File: src/hdl/sorted_slot_linked_list_assert.svh
// assertion macros for the sorted slot linked list
// clocked on clk_i, disabled while rst_ni is low
`ifndef SORTED_SLOT_LINKED_LIST_ASSERT_SVH
`define SORTED_SLOT_LINKED_LIST_ASSERT_SVH

// consequent checked in the same cycle
`define SSLL_ASSERT_NOW(label, ante, cons) \
  label: assert property (@(posedge clk_i) disable iff (!rst_ni) (ante) |-> (cons)) \
    else $error("ssll assertion failed");

// consequent checked in the next cycle
`define SSLL_ASSERT_NEXT(label, ante, cons) \
  label: assert property (@(posedge clk_i) disable iff (!rst_ni) (ante) |=> (cons)) \
    else $error("ssll assertion failed");

`endif

File: src/hdl/ssll_pkg.sv
package ssll_pkg;

  typedef enum logic [1:0] {
    OP_INSERT = 2'd0,
    OP_REMOVE = 2'd1,
    OP_SEARCH = 2'd2,
    OP_UPDATE = 2'd3
  } opcode_e;

  typedef enum logic [1:0] {
    ST_DONE      = 2'd0,
    ST_NOT_FOUND = 2'd1,
    ST_FULL      = 2'd2
  } status_e;

endpackage

File: src/hdl/sorted_slot_linked_list.sv
// sequence: remove, search and update walk the list one node per cycle, then apply and report;
//   an insert walks the list, writes the new slot, links its predecessor and scans for a free slot
// throughput: one request at a time; the next request is taken once the block is back in idle,
//   set by the single-read-port chain walk and the one-slot-per-cycle free-slot scan
// reset: asynchronous, active low; list empty, all slots free, head and tail at slot zero;
//   slot storage needs no clearing pass
`include "sorted_slot_linked_list_assert.svh"

module sorted_slot_linked_list
  import ssll_pkg::*;
#(
  parameter int ENTRIES   = 32,
  parameter int KEY_BITS  = 16,
  parameter int DATA_BITS = 32
) (
  input  logic                       clk_i,
  input  logic                       rst_ni,
  // request channel
  input  logic                       in_valid_i,
  output logic                       in_ready_o,
  input  logic [1:0]                 opcode_i,
  input  logic [KEY_BITS-1:0]        key_i,
  input  logic [DATA_BITS-1:0]       payload_i,
  // result channel
  output logic                       out_valid_o,
  input  logic                       out_ready_i,
  output logic [1:0]                 status_o,
  output logic                       found_o,
  output logic [$clog2(ENTRIES)-1:0] slot_o,
  output logic [DATA_BITS-1:0]       payload_out_o,
  output logic                       is_empty_o,
  output logic [$clog2(ENTRIES)-1:0] head_slot_o,
  output logic [$clog2(ENTRIES)-1:0] tail_slot_o
);

  localparam int IDX_W = $clog2(ENTRIES);

  typedef enum logic [2:0] {
    S_IDLE,
    S_WALK,
    S_APPLY,
    S_LINK,
    S_SCAN,
    S_DONE
  } state_e;

  // ---------------------------------------------------------------------------
  // slot storage: one write port and one registered read port per array
  // ---------------------------------------------------------------------------
  logic [KEY_BITS-1:0]  key_mem [ENTRIES];
  logic [DATA_BITS-1:0] pay_mem [ENTRIES];
  logic [IDX_W-1:0]     nxt_mem [ENTRIES];

  logic [KEY_BITS-1:0]  rd_key_q;
  logic [DATA_BITS-1:0] rd_pay_q;
  logic [IDX_W-1:0]     rd_next_q;
  logic [IDX_W-1:0]     rd_addr;

  logic                 key_we;
  logic                 pay_we;
  logic [IDX_W-1:0]     pay_wa;
  logic                 nxt_we;
  logic [IDX_W-1:0]     nxt_wa;
  logic [IDX_W-1:0]     nxt_wd;

  // ---------------------------------------------------------------------------
  // sequencer and list state
  // ---------------------------------------------------------------------------
  state_e               state_q;
  opcode_e              op_q;
  logic [KEY_BITS-1:0]  key_q;
  logic [DATA_BITS-1:0] data_q;

  // walk position: cur_q is the node whose data sits in the read registers
  logic [IDX_W-1:0]     cur_q;
  logic [IDX_W-1:0]     prev_q;

  // first match in list order
  logic                 hit_q;
  logic [IDX_W-1:0]     at_q;
  logic [IDX_W-1:0]     before_q;
  logic [IDX_W-1:0]     at_next_q;
  logic [DATA_BITS-1:0] pay_hit_q;

  // insertion point: new slot goes between ins_prev_q and ins_next_q
  logic [IDX_W-1:0]     ins_prev_q;
  logic [IDX_W-1:0]     ins_next_q;
  logic                 new_head_q;
  logic                 new_tail_q;

  logic [IDX_W-1:0]     head_q;
  logic [IDX_W-1:0]     tail_q;
  logic                 empty_q;
  logic [IDX_W-1:0]     lf_q;       // lowest free slot, zero when all in use
  logic [ENTRIES-1:0]   used_q;
  logic [IDX_W:0]       scan_q;     // one bit wider to reach ENTRIES

  status_e              res_status_q;
  logic [IDX_W-1:0]     res_slot_q;

  logic                 out_valid_q;
  logic [1:0]           status_q;
  logic                 found_q;
  logic [IDX_W-1:0]     slot_q;
  logic [DATA_BITS-1:0] payload_out_q;
  logic                 is_empty_q;
  logic [IDX_W-1:0]     head_slot_q;
  logic [IDX_W-1:0]     tail_slot_q;

  // walk compares against the node just read
  logic                 key_match;
  logic                 key_less;
  logic                 wrap;
  logic                 table_full;
  logic [IDX_W-1:0]     scan_idx;

  assign key_match  = (key_q == rd_key_q);
  assign key_less   = (key_q < rd_key_q);
  assign wrap       = (rd_next_q == head_q);
  assign table_full = used_q[lf_q];
  assign scan_idx   = scan_q[IDX_W-1:0];

  assign in_ready_o = (state_q == S_IDLE);

  // read address: head at the start of a walk, then follow the link just read
  always_comb begin
    rd_addr = head_q;
    if (state_q == S_WALK) begin
      rd_addr = rd_next_q;
    end
  end

  // write ports driven by the sequencer
  always_comb begin
    key_we = 1'b0;
    pay_we = 1'b0;
    pay_wa = lf_q;
    nxt_we = 1'b0;
    nxt_wa = lf_q;
    nxt_wd = ins_next_q;
    case (state_q)
      S_APPLY: begin
        case (op_q)
          OP_INSERT: begin
            if (!table_full) begin
              key_we = 1'b1;
              pay_we = 1'b1;
              nxt_we = 1'b1;
              // a lone entry links to itself
              nxt_wd = empty_q ? lf_q : ins_next_q;
            end
          end
          OP_REMOVE: begin
            if (hit_q && (head_q != tail_q)) begin
              nxt_we = 1'b1;
              nxt_wa = before_q;
              nxt_wd = at_next_q;
            end
          end
          OP_UPDATE: begin
            if (hit_q) begin
              pay_we = 1'b1;
              pay_wa = at_q;
            end
          end
          OP_SEARCH: begin
          end
          default: begin
          end
        endcase
      end
      S_LINK: begin
        // predecessor now points at the new slot
        nxt_we = 1'b1;
        nxt_wa = ins_prev_q;
        nxt_wd = res_slot_q;
      end
      default: begin
      end
    endcase
  end

  always_ff @(posedge clk_i) begin
    if (key_we) begin
      key_mem[lf_q] <= key_q;
    end
    rd_key_q <= key_mem[rd_addr];
  end

  always_ff @(posedge clk_i) begin
    if (pay_we) begin
      pay_mem[pay_wa] <= data_q;
    end
    rd_pay_q <= pay_mem[rd_addr];
  end

  always_ff @(posedge clk_i) begin
    if (nxt_we) begin
      nxt_mem[nxt_wa] <= nxt_wd;
    end
    rd_next_q <= nxt_mem[rd_addr];
  end

  // ---------------------------------------------------------------------------
  // sequencer: state, list pointers and result registers
  // ---------------------------------------------------------------------------
  always_ff @(posedge clk_i or negedge rst_ni) begin
    if (!rst_ni) begin
      state_q       <= S_IDLE;
      op_q          <= OP_INSERT;
      key_q         <= '0;
      data_q        <= '0;
      cur_q         <= '0;
      prev_q        <= '0;
      hit_q         <= 1'b0;
      at_q          <= '0;
      before_q      <= '0;
      at_next_q     <= '0;
      pay_hit_q     <= '0;
      ins_prev_q    <= '0;
      ins_next_q    <= '0;
      new_head_q    <= 1'b0;
      new_tail_q    <= 1'b0;
      head_q        <= '0;
      tail_q        <= '0;
      empty_q       <= 1'b1;
      lf_q          <= '0;
      used_q        <= '0;
      scan_q        <= '0;
      res_status_q  <= ST_DONE;
      res_slot_q    <= '0;
      out_valid_q   <= 1'b0;
      status_q      <= '0;
      found_q       <= 1'b0;
      slot_q        <= '0;
      payload_out_q <= '0;
      is_empty_q    <= 1'b1;
      head_slot_q   <= '0;
      tail_slot_q   <= '0;
    end else begin
      // in S_DONE the result register is refilled or held below
      if (out_valid_q && out_ready_i && (state_q != S_DONE)) begin
        out_valid_q <= 1'b0;
      end

      case (state_q)
        S_IDLE: begin
          if (in_valid_i) begin
            op_q   <= opcode_e'(opcode_i);
            key_q  <= key_i;
            data_q <= payload_i;
            hit_q  <= 1'b0;
            // head is read this cycle, its predecessor is the tail
            cur_q  <= head_q;
            prev_q <= tail_q;
            // empty list: nothing to walk, a lone insert lands directly
            new_head_q <= 1'b0;
            new_tail_q <= 1'b0;
            state_q    <= empty_q ? S_APPLY : S_WALK;
          end
        end

        S_WALK: begin
          if (!hit_q && key_match) begin
            hit_q     <= 1'b1;
            at_q      <= cur_q;
            before_q  <= prev_q;
            at_next_q <= rd_next_q;
            pay_hit_q <= rd_pay_q;
          end
          if (op_q == OP_INSERT) begin
            // equal keys are passed over so the new one lands after them
            if (key_less) begin
              ins_prev_q <= prev_q;
              ins_next_q <= cur_q;
              new_head_q <= (cur_q == head_q);
              new_tail_q <= 1'b0;
              state_q    <= S_APPLY;
            end else if (wrap) begin
              // larger than everything: append after the tail
              ins_prev_q <= cur_q;
              ins_next_q <= head_q;
              new_head_q <= 1'b0;
              new_tail_q <= 1'b1;
              state_q    <= S_APPLY;
            end else begin
              prev_q <= cur_q;
              cur_q  <= rd_next_q;
            end
          end else begin
            // sorted order: a larger key means the key is absent
            if (key_match || key_less || wrap) begin
              state_q <= S_APPLY;
            end else begin
              prev_q <= cur_q;
              cur_q  <= rd_next_q;
            end
          end
        end

        S_APPLY: begin
          case (op_q)
            OP_INSERT: begin
              if (table_full) begin
                res_status_q <= ST_FULL;
                res_slot_q   <= '0;
                state_q      <= S_DONE;
              end else begin
                res_status_q <= ST_DONE;
                res_slot_q   <= lf_q;
                used_q[lf_q] <= 1'b1;
                // every slot below the one just taken is in use
                scan_q       <= {1'b0, lf_q} + {{IDX_W{1'b0}}, 1'b1};
                if (empty_q) begin
                  head_q  <= lf_q;
                  tail_q  <= lf_q;
                  empty_q <= 1'b0;
                  state_q <= S_SCAN;
                end else begin
                  if (new_head_q) begin
                    head_q <= lf_q;
                  end
                  if (new_tail_q) begin
                    tail_q <= lf_q;
                  end
                  state_q <= S_LINK;
                end
              end
            end
            OP_REMOVE, OP_SEARCH, OP_UPDATE: begin
              if (!hit_q) begin
                res_status_q <= ST_NOT_FOUND;
                res_slot_q   <= '0;
              end else begin
                res_status_q <= ST_DONE;
                res_slot_q   <= at_q;
                if (op_q == OP_REMOVE) begin
                  if (head_q == tail_q) begin
                    // last entry gone
                    empty_q <= 1'b1;
                    head_q  <= '0;
                    tail_q  <= '0;
                  end else begin
                    if (at_q == head_q) begin
                      head_q <= at_next_q;
                    end
                    if (at_q == tail_q) begin
                      tail_q <= before_q;
                    end
                  end
                  used_q[at_q] <= 1'b0;
                  // when the table was full the freed slot is the only free one
                  if (table_full || (at_q < lf_q)) begin
                    lf_q <= at_q;
                  end
                end
              end
              state_q <= S_DONE;
            end
            default: begin
              state_q <= S_DONE;
            end
          endcase
        end

        S_LINK: begin
          state_q <= S_SCAN;
        end

        S_SCAN: begin
          // one slot per cycle upwards from the slot just taken
          if (scan_q == (IDX_W + 1)'(ENTRIES)) begin
            lf_q    <= '0;
            state_q <= S_DONE;
          end else if (!used_q[scan_idx]) begin
            lf_q    <= scan_idx;
            state_q <= S_DONE;
          end else begin
            scan_q <= scan_q + {{IDX_W{1'b0}}, 1'b1};
          end
        end

        S_DONE: begin
          // wait for the result register to be free
          if (!out_valid_q || out_ready_i) begin
            out_valid_q   <= 1'b1;
            status_q      <= res_status_q;
            found_q       <= hit_q;
            slot_q        <= res_slot_q;
            payload_out_q <= ((op_q != OP_INSERT) && hit_q) ? pay_hit_q : '0;
            is_empty_q    <= empty_q;
            head_slot_q   <= head_q;
            tail_slot_q   <= tail_q;
            state_q       <= S_IDLE;
          end
        end

        default: begin
          state_q <= S_IDLE;
        end
      endcase
    end
  end

  assign out_valid_o   = out_valid_q;
  assign status_o      = status_q;
  assign found_o       = found_q;
  assign slot_o        = slot_q;
  assign payload_out_o = payload_out_q;
  assign is_empty_o    = is_empty_q;
  assign head_slot_o   = head_slot_q;
  assign tail_slot_o   = tail_slot_q;

  // ---------------------------------------------------------------------------
  // assertions
  // ---------------------------------------------------------------------------
  // an accepted request keeps the block busy for at least the next cycle
  `SSLL_ASSERT_NEXT(a_busy_after_accept, in_valid_i && in_ready_o, !in_ready_o)
  // an empty list parks head and tail at slot zero
  `SSLL_ASSERT_NOW(a_empty_ptrs, empty_q, (head_q == '0) && (tail_q == '0))
  // between requests the lowest free slot really is free, unless all are in use
  `SSLL_ASSERT_NOW(a_free_slot, state_q == S_IDLE, !used_q[lf_q] || (&used_q))
  // a refused insert reports no slot and no payload
  `SSLL_ASSERT_NOW(a_full_result, out_valid_o && (status_o == ST_FULL),
                   (slot_o == '0) && (payload_out_o == '0))

endmodule

File: config.mk
export PLATFORM = sky130hd
export DESIGN_NAME = sorted_slot_linked_list
export DESIGN_NICKNAME = d
export VERILOG_FILES = /design/src/hdl/ssll_pkg.sv /design/src/hdl/sorted_slot_linked_list.sv
export VERILOG_INCLUDE_DIRS = /design/src /design/src/hdl
export SDC_FILE = /design/constraint.sdc
export NUM_CORES = 2
export LEC_CHECK = 0
export BUFFER_PORTS_ARGS = -buffer_cell sky130_fd_sc_hd__buf_4
export CAP_MARGIN = 20
export CORE_AREA = 5 5 403 405
export CTS_CLUSTER_DIAMETER = 50
export CTS_CLUSTER_SIZE = 30
export DETAILED_ROUTE_END_ITERATION = 10
export DIE_AREA = 0 0 408 410
export PLACE_DENSITY_LB_ADDON = 0.3
export REMOVE_ABC_BUFFERS = 1
export SETUP_SLACK_MARGIN = 0.05
export SYNTH_ARGS = -nofsm -noshare
export SYNTH_HDL_FRONTEND = slang
export SYNTH_SLANG_ARGS = --single-unit
File: constraint.sdc
create_clock -name clk_i -period 8.9 [get_ports clk_i]
set_clock_uncertainty 0.15 [all_clocks]
set_input_delay 0.445 -clock clk_i [delete_from_list [all_inputs] [get_ports clk_i]]
set_output_delay 0.445 -clock clk_i [all_outputs]
set_load 0.03 [all_outputs]
==> impl_metrics.env <==
export IMPL_status="complete, no violations"
export IMPL_synth_enable_flop_cells=1696
export IMPL_min_path_type="in2async"
export IMPL_synth_avg_cell_area_um2=13.59
export IMPL_power_mw=27.71
export IMPL_port_buffers=106
export IMPL_startpoint_type="register"
export IMPL_critPathKind="reg2reg"
export IMPL_ant_nets=0
export IMPL_wl_per_cell_um=26.79
export IMPL_synth_cell_area_um2=78660
export IMPL_viasPerCell=6.089
export IMPL_vdd_ir_drop_worst_v=0.0002866
export IMPL_gp_congestion=0.8779
export IMPL_fp_coreArea_um2=158000
export IMPL_grt_max_degree=167
export IMPL_reg2reg_to="rd_pay_q[17]$_DFF_P_"
export IMPL_setup_ws_ps=3837
export IMPL_required_ps=9390
export IMPL_fin_area_um2=88510
export IMPL_grt_overflow_total=0
export IMPL_max_slew_margin_pct=19.56
export IMPL_reg2reg_depth=9
export IMPL_grt_usage_pct=25.33
export IMPL_htreeDepth=4
export IMPL_rrSetupSlack_ps=3840
export IMPL_worst_setup_path_end_kind="register"
export IMPL_clk_pin_slew_worst_paths_ps=80
export IMPL_mostFrequentLayoutCells="edfxtp_1 (1696), nand2_1 (1599), nand3_1 (474), mux2i_1 (247), buf_4 (246)"
export IMPL_antenna_found_initial=17
export IMPL_critPathArrivalTime_ps=5550
export IMPL_grt_pass1_wl_mm=317.2
export IMPL_max_cap_violations=0
export IMPL_io_pins=107
export IMPL_placedInstanceArea_um2=82210
export IMPL_powerDensity_nw_per_um2=313.0
export IMPL_tritoncts="done"
export IMPL_die_area_um2=167300
export IMPL_cts_resized=0
export IMPL_fmax_mhz=197.5
export IMPL_final_common_cell="edfxtp_1"
export IMPL_drive_gt1_share_pct=13.05
export IMPL_start_util_pct=49.78
export IMPL_finalHoldViolCount=0
export IMPL_worstSkewPairLatency_ps=820
export IMPL_syn2layout_area_growth_pct=12.51
export IMPL_cts_buffers=156
export IMPL_drcViolationCount=0
export IMPL_grt_pass1_vias=47260
export IMPL_synthCells=5788
export IMPL_stdcell_count=8102
export IMPL_firstDrtPassIters=6
export IMPL_rr_startpoint="state_q[0]$_DFFE_PN0P_"
export IMPL_placedCellCount=7739
export IMPL_clockBufferDepth=3
export IMPL_p_leak_nw=30.90
export IMPL_grt_setup_unrepaired="false"
export IMPL_vias=49340
export IMPL_worstMarginPinSlew_ps=1201
export IMPL_final_nets=5970
export IMPL_ys_warn_count=0
export IMPL_seq_area_frac_synth_pct=73.60
export IMPL_drv_slew=0
export IMPL_clock_sinks=1985
export IMPL_setup_violations=0
export IMPL_layout_min_cycle_time_ps=5063
export IMPL_die_y_um=410
export IMPL_rows=146
export IMPL_post_place_ws_ps=3699
export IMPL_finalCritPeriodShare_pct=56.89
export IMPL_dp_hpwl_mm=125.7
export IMPL_clock_root_buffer="clkbuf_16"
export IMPL_ys_flop_type="edfxtp_1"
export IMPL_yosys_cell_types_count=82
export IMPL_chipWidth_um=408
export IMPL_drt_total_wl_mm=217.1
export IMPL_path_max_fanout=106
export IMPL_synthArstFlopShare_pct=11.89
export IMPL_drt_iter0_drc=5868
export IMPL_synth_seq_cells=1985
-- report_power, final --
group	internal, mW	switching [mW]	total, mW
Clock	3.83	3.72	7.55
Sequential	11.6	1.12	12.7
Combinational	2.04	5.40	7.44
-- worst max-delay path: stages, from the launching register on --
cell and delay (ps):
dfrtp_1 740, nor3b_4 300, buf_4 390, mux2_8 790, buf_4 620, buf_4 650
nand2_1 120, nand3_1 100, a31oi_1 250, nor4_1 590
-- cell usage after synthesis (5+ instances only) --
cell type | number | area, µm²
and3_1 | 5 | 31.28
mux2_1 | 6 | 67.56
or3_1 | 13 | 81.33
dfrtp_1 | 234 | 5856
or2_2 | 7 | 43.79
o22a_1 | 20 | 175.2
a21oi_1 | 16 | 80.08
o22ai_1 | 11 | 68.82
o211ai_1 | 8 | 60.06
a32oi_1 | 212 | 1857
a22o_1 | 11 | 96.34
buf_1 | 19 | 71.32
a211oi_1 | 7 | 52.55
dfxtp_1 | 53 | 1061
clkbuf_1 | 214 | 803.3
a21o_1 | 5 | 37.54
nor3_1 | 79 | 395.4
nor2_1 | 42 | 157.7
nand2_1 | 1601 | 6010
xor2_1 | 12 | 105.1
xnor2_1 | 14 | 122.6
o2111ai_1 | 5 | 43.79
nor2b_1 | 9 | 56.30
nand4_1 | 8 | 50.05
mux4_2 | 7 | 157.7
o221ai_1 | 12 | 105.1
nand2b_1 | 26 | 162.7
nor4_1 | 81 | 506.7
nand3_1 | 474 | 2372
mux2_2 | 89 | 1002
buf_4 | 23 | 172.7
o21ai_0 | 45 | 225.2
a31oi_1 | 219 | 1370
mux2i_1 | 248 | 2482
buf_2 | 118 | 590.6
edfxtp_1 | 1696 | 50930
a221oi_1 | 12 | 105.1
ha_1 | 24 | 300.3
inv_1 | 30 | 112.6
-- routing by layer --
layer	wire length [µm]	part of all wire, %	global-route usage [%]
met4	8993	4.1	9.825
met5	99	0.046	0
met1	85280	39	34.46
met2	103800	48	41.05
met3	18900	8.7	4.532
-- what timing repair did --
item	CTS	global route
setup buffers	0	0
setup endpoints to repair	0	0
hold buffers	51	0
hold endpoints to repair	138	0
-- kinds of logic (layout without fill, tap and decap cells) --
logic type | Yosys count | count (layout) | synth area share [%]
AO/OA/AOI/OAI | 619 | 619 | 5.861
buffers and inverters | 413 | 650 | 2.314
multiplexers | 351 | 351 | 4.735
adder cells (fa/ha/maj) | 24 | 24 | 0.3817
AND/OR/NAND/NOR | 2370 | 2370 | 12.82
flip-flops | 1985 | 1985 | 73.60
XOR/XNOR | 26 | 26 | 0.2895
other | 0 | 5 | 0
-- sequential cells by signal (all words and copies together), names as in the netlist, 6 cells and up --
signal	cells
pay_mem	1024
payload_out_o	32
rd_pay_q	32
scan_q	6
pay_hit_q	32
key_mem	512
key_q	16
nxt_mem	160
rd_key_q	16
data_q	32
used_q	32
-- through the flow --
| step | util [%] | TNS [ps] | hold slack, ps |
|---|---|---|---|
| final | 56.01 | 0 | 63.36 |
| after CTS | 55.94 | 0 | 33.42 |
| after global placement | 52.00 | 0 | 296.6 |
| after detailed placement | 52.03 | 0 | 299.6 |
| after global routing | 56.00 | 0 | 112.3 |
| after floorplan | - | -908920 | -0.5911 |
-- area by class of cell --
type | instances | area, µm²
antenna | 5 | 12.51
tap | 2072 | 2592
sequential | 1985 | 57930
clock inverter | 125 | 1630
inverter | 32 | 120.1
clock buffer | 166 | 4036
timing repair buffer | 327 | 2710
multi-input combinational | 3390 | 19480
fill | 12380 | 69510
-- how the worst max path moves through the flow --
stage,start,slack (ps),endpoint
global route,state_q[1]$_DFFE_PN0P_,3580,pay_mem[7][3]$_DFFE_PP_
floorplan,state_q[0]$_DFFE_PN0P_,-17150,rd_key_q[0]$_DFF_P_
finish,state_q[0]$_DFFE_PN0P_,3840,rd_pay_q[17]$_DFF_P_
detailed placement,state_q[1]$_DFFE_PN0P_,3700,pay_mem[5][4]$_DFFE_PP_
global placement,state_q[0]$_DFFE_PN0P_,3810,rd_pay_q[17]$_DFF_P_
CTS,state_q[1]$_DFFE_PN0P_,3680,pay_mem[5][15]$_DFFE_PP_
(Power assumes the default switching activity.)
